[src/rtl/core/jpd_pkg.sv]
package jpd_pkg;

  // Number of analogue channels that the default build decodes.
  localparam int NUM_AXES_DEF = 7;

  // Header channel code that carries the two buttons.
  localparam logic [2:0] BTN_CHAN = 3'd7;

  // Reading, reciprocal and product widths of the scaling path.
  localparam int READ_W      = 10;
  localparam int RECIP_W     = 28;
  localparam int PROD_W      = READ_W + RECIP_W;
  localparam int RECIP_SHIFT = 20;
  localparam int QUOT_W      = PROD_W - RECIP_SHIFT;
  localparam int VALUE_W     = 16;

  // Clamp limit: one half in Q1.15.
  localparam int Q_HALF = 16384;

  // Depth of the result queue in front of the output port.
  localparam int FIFO_DEPTH = 8;

  typedef enum logic [1:0] {
    KIND_ANALOG   = 2'd0,
    KIND_BASELINE = 2'd1,
    KIND_BUTTONS  = 2'd2
  } kind_t;

  // Per-word control that travels alongside the data through the pipeline.
  typedef struct packed {
    logic [2:0] chan;
    kind_t      kind;
    logic       left;
    logic       right;
  } tag_t;

  // One finished result word.
  typedef struct packed {
    tag_t                      tag;
    logic signed [VALUE_W-1:0] value;
  } res_t;

  // Reciprocal of each channel's full-scale span, rounded up: ceil(2^35 / scale).
  // With a 10-bit magnitude, (mag * recip) >> 20 equals floor(mag * 32768 / scale)
  // exactly, since the rounding error times the largest dividend stays below 2^35.
  function automatic logic [RECIP_W-1:0] recip_of(input logic [2:0] chan);
    logic [RECIP_W-1:0] r;
    unique case (chan)
      3'd0:    r = 28'd33719076;   // scale 1019
      3'd1:    r = 28'd151364487;  // scale 227
      3'd2:    r = 28'd165191050;  // scale 208
      3'd3:    r = 28'd85899346;   // scale 400
      3'd4:    r = 28'd171798692;  // scale 200
      3'd5:    r = 28'd161313326;  // scale 213
      3'd6:    r = 28'd81421181;   // scale 422
      default: r = '0;
    endcase
    return r;
  endfunction

endpackage

[src/rtl/core/jpd_scale.sv]
module jpd_scale (
  input  logic                                clk,
  input  logic                                rst_n,
  input  logic                                in_v,
  input  jpd_pkg::tag_t                       in_tag,
  input  logic [jpd_pkg::READ_W-1:0]          in_mag,
  input  logic                                in_neg,
  output logic                                out_v,
  output jpd_pkg::res_t                       out_res,
  output logic [1:0]                          busy
);

  logic                              a_v_r;
  jpd_pkg::tag_t                     a_tag_r;
  logic [jpd_pkg::READ_W-1:0]        a_mag_r;
  logic                              a_neg_r;
  logic [jpd_pkg::RECIP_W-1:0]       a_recip_r;

  logic                              b_v_r;
  jpd_pkg::tag_t                     b_tag_r;
  logic                              b_neg_r;
  logic [jpd_pkg::PROD_W-1:0]        b_prod_r;

  logic [jpd_pkg::QUOT_W-1:0]        quot;
  logic [jpd_pkg::VALUE_W-1:0]       mag_c;

  // Valid bits of the two stages.
  always_ff @(posedge clk) begin
    if (!rst_n) begin
      a_v_r <= 1'b0;
      b_v_r <= 1'b0;
    end else begin
      a_v_r <= in_v;
      b_v_r <= a_v_r;
    end
  end

  // First stage: pick up the channel's reciprocal.
  always_ff @(posedge clk) begin
    a_tag_r   <= in_tag;
    a_mag_r   <= in_mag;
    a_neg_r   <= in_neg;
    a_recip_r <= jpd_pkg::recip_of(in_tag.chan);
  end

  // Second stage: one 10 by 28 multiply.
  always_ff @(posedge clk) begin
    b_tag_r  <= a_tag_r;
    b_neg_r  <= a_neg_r;
    b_prod_r <= jpd_pkg::PROD_W'(a_mag_r) * jpd_pkg::PROD_W'(a_recip_r);
  end

  // Quotient, clamp to one half, then restore the sign.
  always_comb begin
    quot = b_prod_r[jpd_pkg::RECIP_SHIFT +: jpd_pkg::QUOT_W];
    if (quot > jpd_pkg::QUOT_W'(jpd_pkg::Q_HALF)) begin
      mag_c = jpd_pkg::VALUE_W'(jpd_pkg::Q_HALF);
    end else begin
      mag_c = quot[jpd_pkg::VALUE_W-1:0];
    end
    out_res.tag   = b_tag_r;
    out_res.value = b_neg_r ? $signed(jpd_pkg::VALUE_W'(0) - mag_c) : $signed(mag_c);
  end

  assign out_v = b_v_r;
  assign busy  = {1'b0, a_v_r} + {1'b0, b_v_r};

endmodule

[src/rtl/core/joystick_pair_decoder_unit.sv]
// Channel  Direction  Handshake            Word
// in_      input      in_valid / in_stall   rx_byte: one serial byte
// out_     output     out_valid / out_stall chan_index, report_kind, axis_value, buttons
//
// A byte is taken every cycle while the result queue has room; a completed pair
// shows its result at the output after the baseline read at the accepting edge, the
// reciprocal fetch, the multiply and the queue write. The eight-entry result queue
// sets how far the output may fall behind: in_stall rises once queued and in-flight
// words fill it.
// Reset is synchronous and clears the held header, the baseline valid bits and the queue.
// The baseline memory needs no clearing; its entries are read only once written.
module joystick_pair_decoder_unit #(
  parameter int NUM_AXES = jpd_pkg::NUM_AXES_DEF
) (
  input  logic                                clk,
  input  logic                                rst_n,
  input  logic                                in_valid,
  output logic                                in_stall,
  input  logic [7:0]                          in_rx_byte,
  output logic                                out_valid,
  input  logic                                out_stall,
  output logic [2:0]                          out_chan_index,
  output logic [1:0]                          out_report_kind,
  output logic signed [jpd_pkg::VALUE_W-1:0]  out_axis_value,
  output logic                                out_left_button,
  output logic                                out_right_button
);

  localparam int AXW = (NUM_AXES > 1) ? $clog2(NUM_AXES) : 1;
  localparam int FW  = $clog2(jpd_pkg::FIFO_DEPTH);
  localparam int CW  = FW + 1;

  // Header and baseline bookkeeping.
  logic                           hdr_pending_r;
  logic [5:0]                     held_hdr_r;
  logic [NUM_AXES-1:0]            base_valid_r;
  logic [jpd_pkg::READ_W-1:0]     base_mem [NUM_AXES];
  logic [jpd_pkg::READ_W-1:0]     base_rd_r;

  logic                           acc;
  logic                           pair;
  logic                           is_btn;
  logic                           in_range;
  logic [2:0]                     d_ch;
  logic [AXW-1:0]                 ax_idx;
  logic [jpd_pkg::READ_W-1:0]     reading;
  logic                           cap;
  logic                           ana;
  logic                           s0_v;
  jpd_pkg::tag_t                  s0_tag;

  logic                           s1_v_r;
  jpd_pkg::tag_t                  s1_tag_r;
  logic [jpd_pkg::READ_W-1:0]     s1_read_r;
  logic [jpd_pkg::READ_W:0]       diff;
  logic [jpd_pkg::READ_W-1:0]     s1_mag;
  logic                           s1_neg;

  logic                           sc_v;
  jpd_pkg::res_t                  sc_res;
  logic [1:0]                     sc_busy;

  jpd_pkg::res_t                  fifo_mem [jpd_pkg::FIFO_DEPTH];
  logic [FW-1:0]                  wr_ptr_r;
  logic [FW-1:0]                  rd_ptr_r;
  logic [CW-1:0]                  fifo_cnt_r;
  logic [CW-1:0]                  occupancy;
  logic                           push;
  logic                           pop;
  jpd_pkg::res_t                  head;

  // Room check: every word in flight already has a queue slot reserved.
  assign occupancy = fifo_cnt_r + CW'({1'b0, s1_v_r}) + CW'(sc_busy);
  assign in_stall  = (occupancy >= CW'(jpd_pkg::FIFO_DEPTH));
  assign acc       = in_valid && !in_stall;

  // Decode of the accepted byte against the held header.
  always_comb begin
    d_ch     = held_hdr_r[5:3];
    ax_idx   = d_ch[AXW-1:0];
    reading  = {held_hdr_r[2:0], in_rx_byte[6:0]};
    pair     = acc && in_rx_byte[7] && hdr_pending_r;
    is_btn   = (d_ch == jpd_pkg::BTN_CHAN);
    in_range = (int'(d_ch) < NUM_AXES);
    cap      = pair && !is_btn && in_range && !base_valid_r[ax_idx];
    ana      = pair && !is_btn && in_range && base_valid_r[ax_idx];
    s0_v     = pair && (is_btn || in_range);
    s0_tag.chan  = d_ch;
    s0_tag.kind  = is_btn ? jpd_pkg::KIND_BUTTONS :
                   (cap ? jpd_pkg::KIND_BASELINE : jpd_pkg::KIND_ANALOG);
    s0_tag.left  = is_btn && !in_rx_byte[1];
    s0_tag.right = is_btn && !in_rx_byte[0];
  end

  // Header holding and baseline capture flags.
  always_ff @(posedge clk) begin
    if (!rst_n) begin
      hdr_pending_r <= 1'b0;
      held_hdr_r    <= '0;
      base_valid_r  <= '0;
    end else if (acc) begin
      if (!in_rx_byte[7]) begin
        if (in_rx_byte[6]) begin
          hdr_pending_r <= 1'b0;
        end else begin
          held_hdr_r    <= in_rx_byte[5:0];
          hdr_pending_r <= 1'b1;
        end
      end else begin
        hdr_pending_r <= 1'b0;
      end
      if (cap) begin
        base_valid_r[ax_idx] <= 1'b1;
      end
    end
  end

  // Baseline memory. Two data words of one channel are always parted by a
  // header word, so a capture is written back well before the next read of it.
  always_ff @(posedge clk) begin
    if (cap) begin
      base_mem[ax_idx] <= reading;
    end
    if (ana) begin
      base_rd_r <= base_mem[ax_idx];
    end
  end

  // First stage registers.
  always_ff @(posedge clk) begin
    if (!rst_n) begin
      s1_v_r <= 1'b0;
    end else begin
      s1_v_r <= s0_v;
    end
  end

  always_ff @(posedge clk) begin
    s1_tag_r  <= s0_tag;
    s1_read_r <= reading;
  end

  // Offset from the baseline as sign and magnitude. A baseline capture or a button
  // word reports a value of zero.
  always_comb begin
    diff   = {1'b0, s1_read_r} - {1'b0, base_rd_r};
    s1_neg = diff[jpd_pkg::READ_W];
    s1_mag = s1_neg ? jpd_pkg::READ_W'((~diff) + 1'b1) : diff[jpd_pkg::READ_W-1:0];
    if (s1_tag_r.kind != jpd_pkg::KIND_ANALOG) begin
      s1_mag = '0;
      s1_neg = 1'b0;
    end
  end

  jpd_scale u_scale (
    .clk     (clk),
    .rst_n   (rst_n),
    .in_v    (s1_v_r),
    .in_tag  (s1_tag_r),
    .in_mag  (s1_mag),
    .in_neg  (s1_neg),
    .out_v   (sc_v),
    .out_res (sc_res),
    .busy    (sc_busy)
  );

  // Result queue.
  assign push = sc_v;
  assign pop  = out_valid && !out_stall;

  always_ff @(posedge clk) begin
    if (push) begin
      fifo_mem[wr_ptr_r] <= sc_res;
    end
  end

  always_ff @(posedge clk) begin
    if (!rst_n) begin
      wr_ptr_r   <= '0;
      rd_ptr_r   <= '0;
      fifo_cnt_r <= '0;
    end else begin
      if (push) begin
        wr_ptr_r <= wr_ptr_r + 1'b1;
      end
      if (pop) begin
        rd_ptr_r <= rd_ptr_r + 1'b1;
      end
      fifo_cnt_r <= fifo_cnt_r + CW'(push) - CW'(pop);
    end
  end

  // Output word from the queue head.
  assign head             = fifo_mem[rd_ptr_r];
  assign out_valid        = (fifo_cnt_r != '0);
  assign out_chan_index   = head.tag.chan;
  assign out_report_kind  = head.tag.kind;
  assign out_axis_value   = head.value;
  assign out_left_button  = head.tag.left;
  assign out_right_button = head.tag.right;

  // The queue never takes a word when full.
  a_no_overflow: assert property (@(posedge clk) disable iff (!rst_n)
    push && !pop |-> fifo_cnt_r != CW'(jpd_pkg::FIFO_DEPTH))
    else $error("result queue overflow");

  // Reserved slots never exceed the queue depth.
  a_occupancy: assert property (@(posedge clk) disable iff (!rst_n)
    occupancy <= CW'(jpd_pkg::FIFO_DEPTH))
    else $error("in-flight words exceed queue room");

  // Button words come only from the button channel.
  a_btn_chan: assert property (@(posedge clk) disable iff (!rst_n)
    out_valid && out_report_kind == jpd_pkg::KIND_BUTTONS |-> out_chan_index == jpd_pkg::BTN_CHAN)
    else $error("button word on an analogue channel");

  // Axis values stay within plus or minus one half.
  a_clamp: assert property (@(posedge clk) disable iff (!rst_n)
    out_valid |-> (out_axis_value <= 16'sd16384) && (out_axis_value >= -16'sd16384))
    else $error("axis value outside clamp range");

endmodule
[config.mk]
export PLATFORM = sky130hd
export DESIGN_NAME = joystick_pair_decoder_unit
export DESIGN_NICKNAME = d
export VERILOG_FILES = /design/src/rtl/core/jpd_pkg.sv /design/src/rtl/core/jpd_scale.sv /design/src/rtl/core/joystick_pair_decoder_unit.sv
export SDC_FILE = /design/constraint.sdc
export NUM_CORES = 1
export LEC_CHECK = 0
export BUFFER_PORTS_ARGS = -buffer_cell sky130_fd_sc_hd__buf_2
export CORE_ASPECT_RATIO = 0.75
export CORE_UTILIZATION = 65
export DETAILED_ROUTE_END_ITERATION = 7
export GPL_ROUTABILITY_DRIVEN = 0
export PLACE_DENSITY = 0.82
export SKIP_CTS_REPAIR_TIMING = 1
export SYNTH_ARGS = -nofsm -noshare
export SYNTH_HDL_FRONTEND = slang
export SYNTH_HIERARCHICAL = 1
export SYNTH_SLANG_ARGS = --single-unit
[constraint.sdc]
create_clock -name clk -period 16.2 [get_ports clk]
set_input_delay 0.81 -clock clk [delete_from_list [all_inputs] [get_ports clk]]
set_output_delay 0.81 -clock clk [all_outputs]
set_load 0.1 [all_outputs]
### Word level (Yosys, flattened, before mapping)

Memories as Yosys holds them, arrays and structs flattened. A register that Yosys moved wholly into a read port is not among the register bits.
Index checks and enable logic that the tools add are counted.

| word-level totals | value |
|---|---|
| flip-flop bits (word level) | 136 |
| latch bits | 0 |
| RAM bits | 254 |
| bits in read-only memories | 0 |
| output and inout bits | 25 |
| word-level logic and storage cells | 97 |
| memories | 2 |

Memories:

| memory | words | width | read ports | clocked after memory_dff | write ports | RTL line | RTL |
|---|---|---|---|---|---|---|---|
| fifo_mem | 8 | 23 | 1 | 1 | 1 | joystick_pair_decoder_unit.sv:63 | `jpd_pkg::res_t fifo_mem [jpd_pkg::FIFO_DEPTH];` |
| base_mem | 7 | 10 | 1 | 1 | 1 | joystick_pair_decoder_unit.sv:37 | `logic [jpd_pkg::READ_W-1:0] base_mem [NUM_AXES];` |

| operators by class | value |
|---|---|
| add/subtract/negate cells | 10 |
| multiply operators | 1 |
| divide/modulo/power cells | 0 |
| $lt $le $gt $ge | 5 |
| equal/unequal tests | 7 |
| shift operators | 0 |
| multiplexer cells | 17 |
| bitwise operators | 4 |
| reductions and logical operators | 24 |

Operator list:

| kind | number |
|---|---|
| 28-bit one-hot mux with 7 select lines | 1 |
| 10-bit by 28-bit multiplier with 38-bit output | 1 |
| 16-bit 2-to-1 mux | 2 |
| 18-bit by 15-bit > comparator with 1-bit output (second input constant) | 1 |
| 1-bit by 16-bit subtractor with 16-bit output (first input constant) | 1 |
| 3-bit == test (second input constant) | 4 |
| 1-bit logical AND | 12 |
| 10-bit by 10-bit subtractor with 11-bit output | 1 |
| 10-bit by 1-bit adder with 10-bit output (second input constant) | 1 |
| 10-bit 2-to-1 mux | 1 |
| 10-bit NOT | 1 |
| 1-bit 2-to-1 mux | 9 |
| 4-bit by 1-bit adder with 4-bit output | 2 |
| 7-bit OR | 1 |
| 3-bit by 1-bit adder with 3-bit output (second input constant) | 2 |
| 3-bit by 2-bit == test with 1-bit output (second input constant) | 2 |
| 1-bit logical NOT | 6 |
| 3-bit 2-to-1 mux | 2 |
| 4-bit by 2-bit adder with 4-bit output | 1 |
| 4-bit greater-or-equal comparator (second input constant) | 1 |
| 3-bit by 4-bit less-than comparator with 1-bit output (second input constant) | 1 |
| 4-bit nonzero test | 1 |
| 4-bit by 1-bit subtractor with 4-bit output | 1 |
| 1-bit binary-select mux with 3-bit select | 1 |
| other kinds (11) | 12 |

### Logic depth before layout (Yosys ltp)

| depth | value |
|---|---|
| depth in word-level cells | 12 |
| mapped depth | 21 |
| depth with buffers taken out | 19 |

### By module

The synthesis kept the hierarchy.

By module, submodules not included:

| module | times used | cells an instance | area each (µm²) |
|---|---|---|---|
| joystick_pair_decoder_unit | 1 | 700 | 12320.6 |
| jpd_scale | 1 | 1108 | 10162.2 |

### Worst setup path after synthesis

Ideal clock, no wire load.

| path | value |
|---|---|
| kind | reg2reg |
| start | reg u_scale/a_mag_r[1] (netlist bit) |
| end | reg u_scale/b_prod_r[37] (netlist bit) |
| library setup time | 121 ps |
| arrival | 5095 ps |
| setup slack | 10984 ps |
| cell stages (with the launch flop) | 19 |
| buffers on the path | 1 |
| clock period less this slack | 5216 ps |
| cells stage by stage | dfxtp_1 -> clkbuf_1 -> nand2_1 -> fa_1 -> inv_1 -> fa_1 -> inv_1 -> fa_1 -> inv_1 -> fa_1 -> fa_1 -> ha_1 -> a21oi_1 -> o21ai_0 -> a2111oi_0 -> a21oi_1 -> a21oi_1 -> o221ai_1 -> xnor2_1 |

| on the way | value |
|---|---|
| word-level cells in the longest chain between the ends | 1 |

RTL lines:

| item | RTL line | RTL |
|---|---|---|
| start: declaration | jpd_scale.sv:15 | `logic [jpd_pkg::READ_W-1:0] a_mag_r;` |
| start signal: assignment | jpd_scale.sv:41 | `a_mag_r <= in_mag;` |
| 10-bit by 28-bit multiplier with 38-bit output | jpd_scale.sv:50 | `b_prod_r <= jpd_pkg::PROD_W'(a_mag_r) * jpd_pkg::PROD_W'(a_recip_r);` |
| end signal: assignment | jpd_scale.sv:50 |  |
| end: declaration | jpd_scale.sv:22 | `logic [jpd_pkg::PROD_W-1:0] b_prod_r;` |

Every way passes these cells.
A chain may end at the register's enable or synchronous reset.

### Worst setup path after layout

Ends and elaborated chain as after synthesis.

==> summary.txt <==
Status
  – Outcome: finished clean

Critical path
  – Worst setup EP type: flip-flop
  – Arrival time of data at the critical path endpoint: 6.57 ns
  – Startpoint of the most critical setup path: u_scale/a_mag_r[1]
  – Critical path startpoint category: flip-flop
  – Logic depth of the worst register-to-register path: 17
  – End of the worst register-to-register path: u_scale/b_prod_r[37]
  – Reg-to-reg critical path startpoint: u_scale/a_mag_r[1]
  – CP Max Fanout: 23
  – Startpoint-to-endpoint class of the critical path: reg2reg
  – Critical path endpoint: u_scale/b_prod_r[37]
  – Critical Path RT: 16.62 ns
  – R2R setup slack: 10.05 ns

GRT
  – Number of global-route vias before repair: 14700
  – Global-route wire length before repair: 80.8 mm
  – Pin count of the biggest net entering global routing: 47
  – Initial antenna violation count: 0
  – Sum of overflow across all layers after global routing: 0
  – Total global routing track utilization: 30.3%

Flow run
  – Number of max-capacitance violations reported: 0

Clocking
  – Max clock buf depth: 3
  – Num Clock Sinks: 378
  – Clock buffer count from CTS: 35
  – Deepest level of the CTS H-tree: 2
  – TritonCTS clock tree: built
  – Insertion delay to the later sink of the worst-skew pair: 0.54 ns
  – Clk Tree Root Cell: sky130_fd_sc_hd__clkbuf_16
  – Clock slew at reported path FFs: 0.07 ns

Placement
  – DP Worst Slack: 10.23 ns
  – HPWL after DPL: 34.9 mm
  – IO buf count: 36

Min path
  – Worst hold path type: reg2reg

Floorplan
  – Num rows: 58
  – Die Span Y: 163 µm
  – Count of boundary I/O pins: 37
  – Die Wd: 217 µm
  – Initial standard-cell utilization of the core: 66.5%
  – Area of the placeable core: 33800 µm²
  – Total die area: 35300 µm²

Drt
  – Overall via count from detail_route: 13900
  – WL final: 51.1 mm
  – Vias per cell: 6.08
  – First DRT Iteration DRCs: 1431
  – Count of nets left with antenna violations after detail routing: 0
  – DRC errors left: 0
  – Count of TritonRoute iterations in the first routing pass: 5
  – Routed len/inst: 22.3 µm

Synth
  – Post-synth EDFFs: 264
  – FFs w/ async S/R, synth: 0%
  – Synth Instances: 1808
  – Main synth FF type: sky130_fd_sc_hd__edfxtp_1
  – Most area-hungry cell type in the Yosys netlist: sky130_fd_sc_hd__edfxtp_1
  – Largest cells by area after synthesis: sky130_fd_sc_hd__edfxtp_1, sky130_fd_sc_hd__fa_1, sky130_fd_sc_hd__dfxtp_1, sky130_fd_sc_hd__mux4_2, sky130_fd_sc_hd__ha_1
  – Post-Synthesis Mean Instance Area: 12.4 µm²
  – Yosys top cell area share: 35.3%
  – Portion of the post-synthesis area used by sequential elements: 45.4%
  – Post-synthesis cell area: 22500 µm²
  – Synth Register Bits: 378
  – Synthesized net count: 2120
  – Cell variety after synth: 68
  – Yosys warning count: 6

Finish
  – Antenna cells: 0
  – Layout-stage area growth over the synthesis result: 7.52%
  – Share of final-layout standard cells stronger than drive strength 1: 11.4%
  – Top library cells by usage in the layout, fill and taps aside: sky130_fd_sc_hd__edfxtp_1, sky130_fd_sc_hd__inv_1, sky130_fd_sc_hd__fa_1
  – Fill count: 2180
  – Commonest non-fill, non-tap cell in the layout: sky130_fd_sc_hd__edfxtp_1
  – Nets: 2126

Pwr
  – IR Drop Worst-Case VDD: 0.128 mV
  – Power density of the placed cells: 180 nW/µm²
  – Standby leakage power: 0.00997 µW

Timing
  – Rel. slew slack: 12.8%
  – Shortest clock period the worst path allows after layout: 6.15 ns
  – Worst setup skew after layout: 0.0313 ns
  – Final number of hold-violating endpoints: 0
  – Slew at the pin closest to its max-slew limit: 1.30 ns
  – Number of endpoints failing setup at the final stage: 0
  – Max Clock Freq: 163 MHz
  – Summed negative setup slack over all endpoints: 0 ns
  – Share of the clock period used by the worst path after layout: 38.0%
  – Slew Limit Fails: 0
  – Setup repair after global routing missed its margin: no
  – Final critical-path setup slack: 10.05 ns
==> sequential cells by signal, indices dropped and copies added (netlist names), 10 cells and up, named ones only <==
register	count
s1_read_r	10
fifo_mem	184
u_scale/a_recip_r	23
u_scale/a_mag_r	10
base_mem	70
u_scale/b_prod_r	18
base_rd_r	10
==> stage by stage <==
stage | power, µW | hold WS (ns) | cell area, µm² | cells | utilization, %
finish | 4360 | 0.312 | 24200 | 2291 | 71.5
global route | 4640 | 0.325 | 24200 | 2291 | 71.5
CTS | 4310 | 0.326 | 24200 | 2291 | 71.5
detailed placement | 3480 | 0.313 | 23000 | 2227 | 68.2
global placement | 3410 | 0.312 | 23000 | 2227 | 68.2
floorplan | 2920 | 0.310 | 22500 | 1808 | -
==> cells in the mapped netlist (6+ instances only) <==
master / number
sky130_fd_sc_hd__a21o_1: 14
sky130_fd_sc_hd__a21oi_1: 55
sky130_fd_sc_hd__and2_1: 142
sky130_fd_sc_hd__buf_2: 7
sky130_fd_sc_hd__clkbuf_1: 73
sky130_fd_sc_hd__dfxtp_1: 114
sky130_fd_sc_hd__edfxtp_1: 264
sky130_fd_sc_hd__fa_1: 208
sky130_fd_sc_hd__ha_1: 92
sky130_fd_sc_hd__inv_1: 233
sky130_fd_sc_hd__mux2_2: 30
sky130_fd_sc_hd__mux2i_1: 23
sky130_fd_sc_hd__mux4_2: 52
sky130_fd_sc_hd__nand2_1: 170
sky130_fd_sc_hd__nand2b_1: 10
sky130_fd_sc_hd__nand3_1: 19
sky130_fd_sc_hd__nand4_1: 9
sky130_fd_sc_hd__nor2_1: 58
sky130_fd_sc_hd__nor2b_1: 18
sky130_fd_sc_hd__nor3_1: 17
sky130_fd_sc_hd__o2111ai_1: 6
sky130_fd_sc_hd__o21a_1: 12
sky130_fd_sc_hd__o21ai_0: 45
sky130_fd_sc_hd__or2_2: 6
sky130_fd_sc_hd__xnor2_1: 22
sky130_fd_sc_hd__xor2_1: 24
==> report_power, final <==
group | switching, µW | internal, µW | leakage, µW
sequential | 124 | 1170 | 0.00332
clock | 351 | 457 | 0.000551
combinational | 1420 | 827 | 0.00611
==> area by class of cell <==
| type | instances | area, µm² | area share [%] |
|---|---|---|---|
| flip-flops and latches | 378 | 10200 | 42.3 |
| repair buffers | 51 | 293 | 1.21 |
| well taps | 450 | 563 | 2.33 |
| clock inverters | 18 | 158 | 0.652 |
| inverters | 233 | 875 | 3.62 |
| multi-input cells | 1115 | 11100 | 45.9 |
| clock buffers | 46 | 968 | 4.01 |
==> layer usage <==
metal	wire [µm]	GRT usage [%]
met5	0	0
met3	6530	11.5
met4	1120	7.59
met2	23200	46.9
met1	20200	40.7
==> critical path: stages, from the launching register on <==
cell	delay, ns
sky130_fd_sc_hd__dfxtp_1	0.85
sky130_fd_sc_hd__nand2_1	0.23
sky130_fd_sc_hd__fa_1	0.54
sky130_fd_sc_hd__inv_1	0.06
sky130_fd_sc_hd__fa_1	0.49
sky130_fd_sc_hd__fa_1	0.53
sky130_fd_sc_hd__fa_1	0.50
sky130_fd_sc_hd__inv_1	0.05
sky130_fd_sc_hd__fa_1	0.47
sky130_fd_sc_hd__inv_1	0.04
sky130_fd_sc_hd__ha_1	0.44
sky130_fd_sc_hd__a21oi_1	0.26
sky130_fd_sc_hd__o21ai_0	0.16
sky130_fd_sc_hd__a2111oi_0	0.36
sky130_fd_sc_hd__a21oi_1	0.22
sky130_fd_sc_hd__a21oi_1	0.42
sky130_fd_sc_hd__o221ai_1	0.25
sky130_fd_sc_hd__xnor2_1	0.18
==> how the worst min path moves through the flow <==
stage / from / end / slack [ns] / cells after the start
global placement: u_scale/a_tag_r[6] / u_scale/out_res[22] / 0.31 / 0
CTS: u_scale/a_tag_r[6] / u_scale/out_res[22] / 0.33 / 0
finish: u_scale/a_tag_r[4] / u_scale/out_res[20] / 0.31 / 0
global route: u_scale/a_tag_r[4] / u_scale/out_res[20] / 0.33 / 0
floorplan: s1_tag_r[0] / u_scale/a_tag_r[0] / 0.31 / 0
detailed placement: u_scale/a_tag_r[6] / u_scale/out_res[22] / 0.31 / 0
==> kinds of logic after synthesis <==
logic type | share of synthesized area, %
and+or+nand+nor | 10.8
DFF | 45.4
buffers and inverters | 5.31
adders and majority gates | 23.6
AOI/OAI and AO/OA | 5.33
muxes | 7.74
xor gates and xnor gates | 1.79
Note: power is estimated with default switching activity, not from simulation.
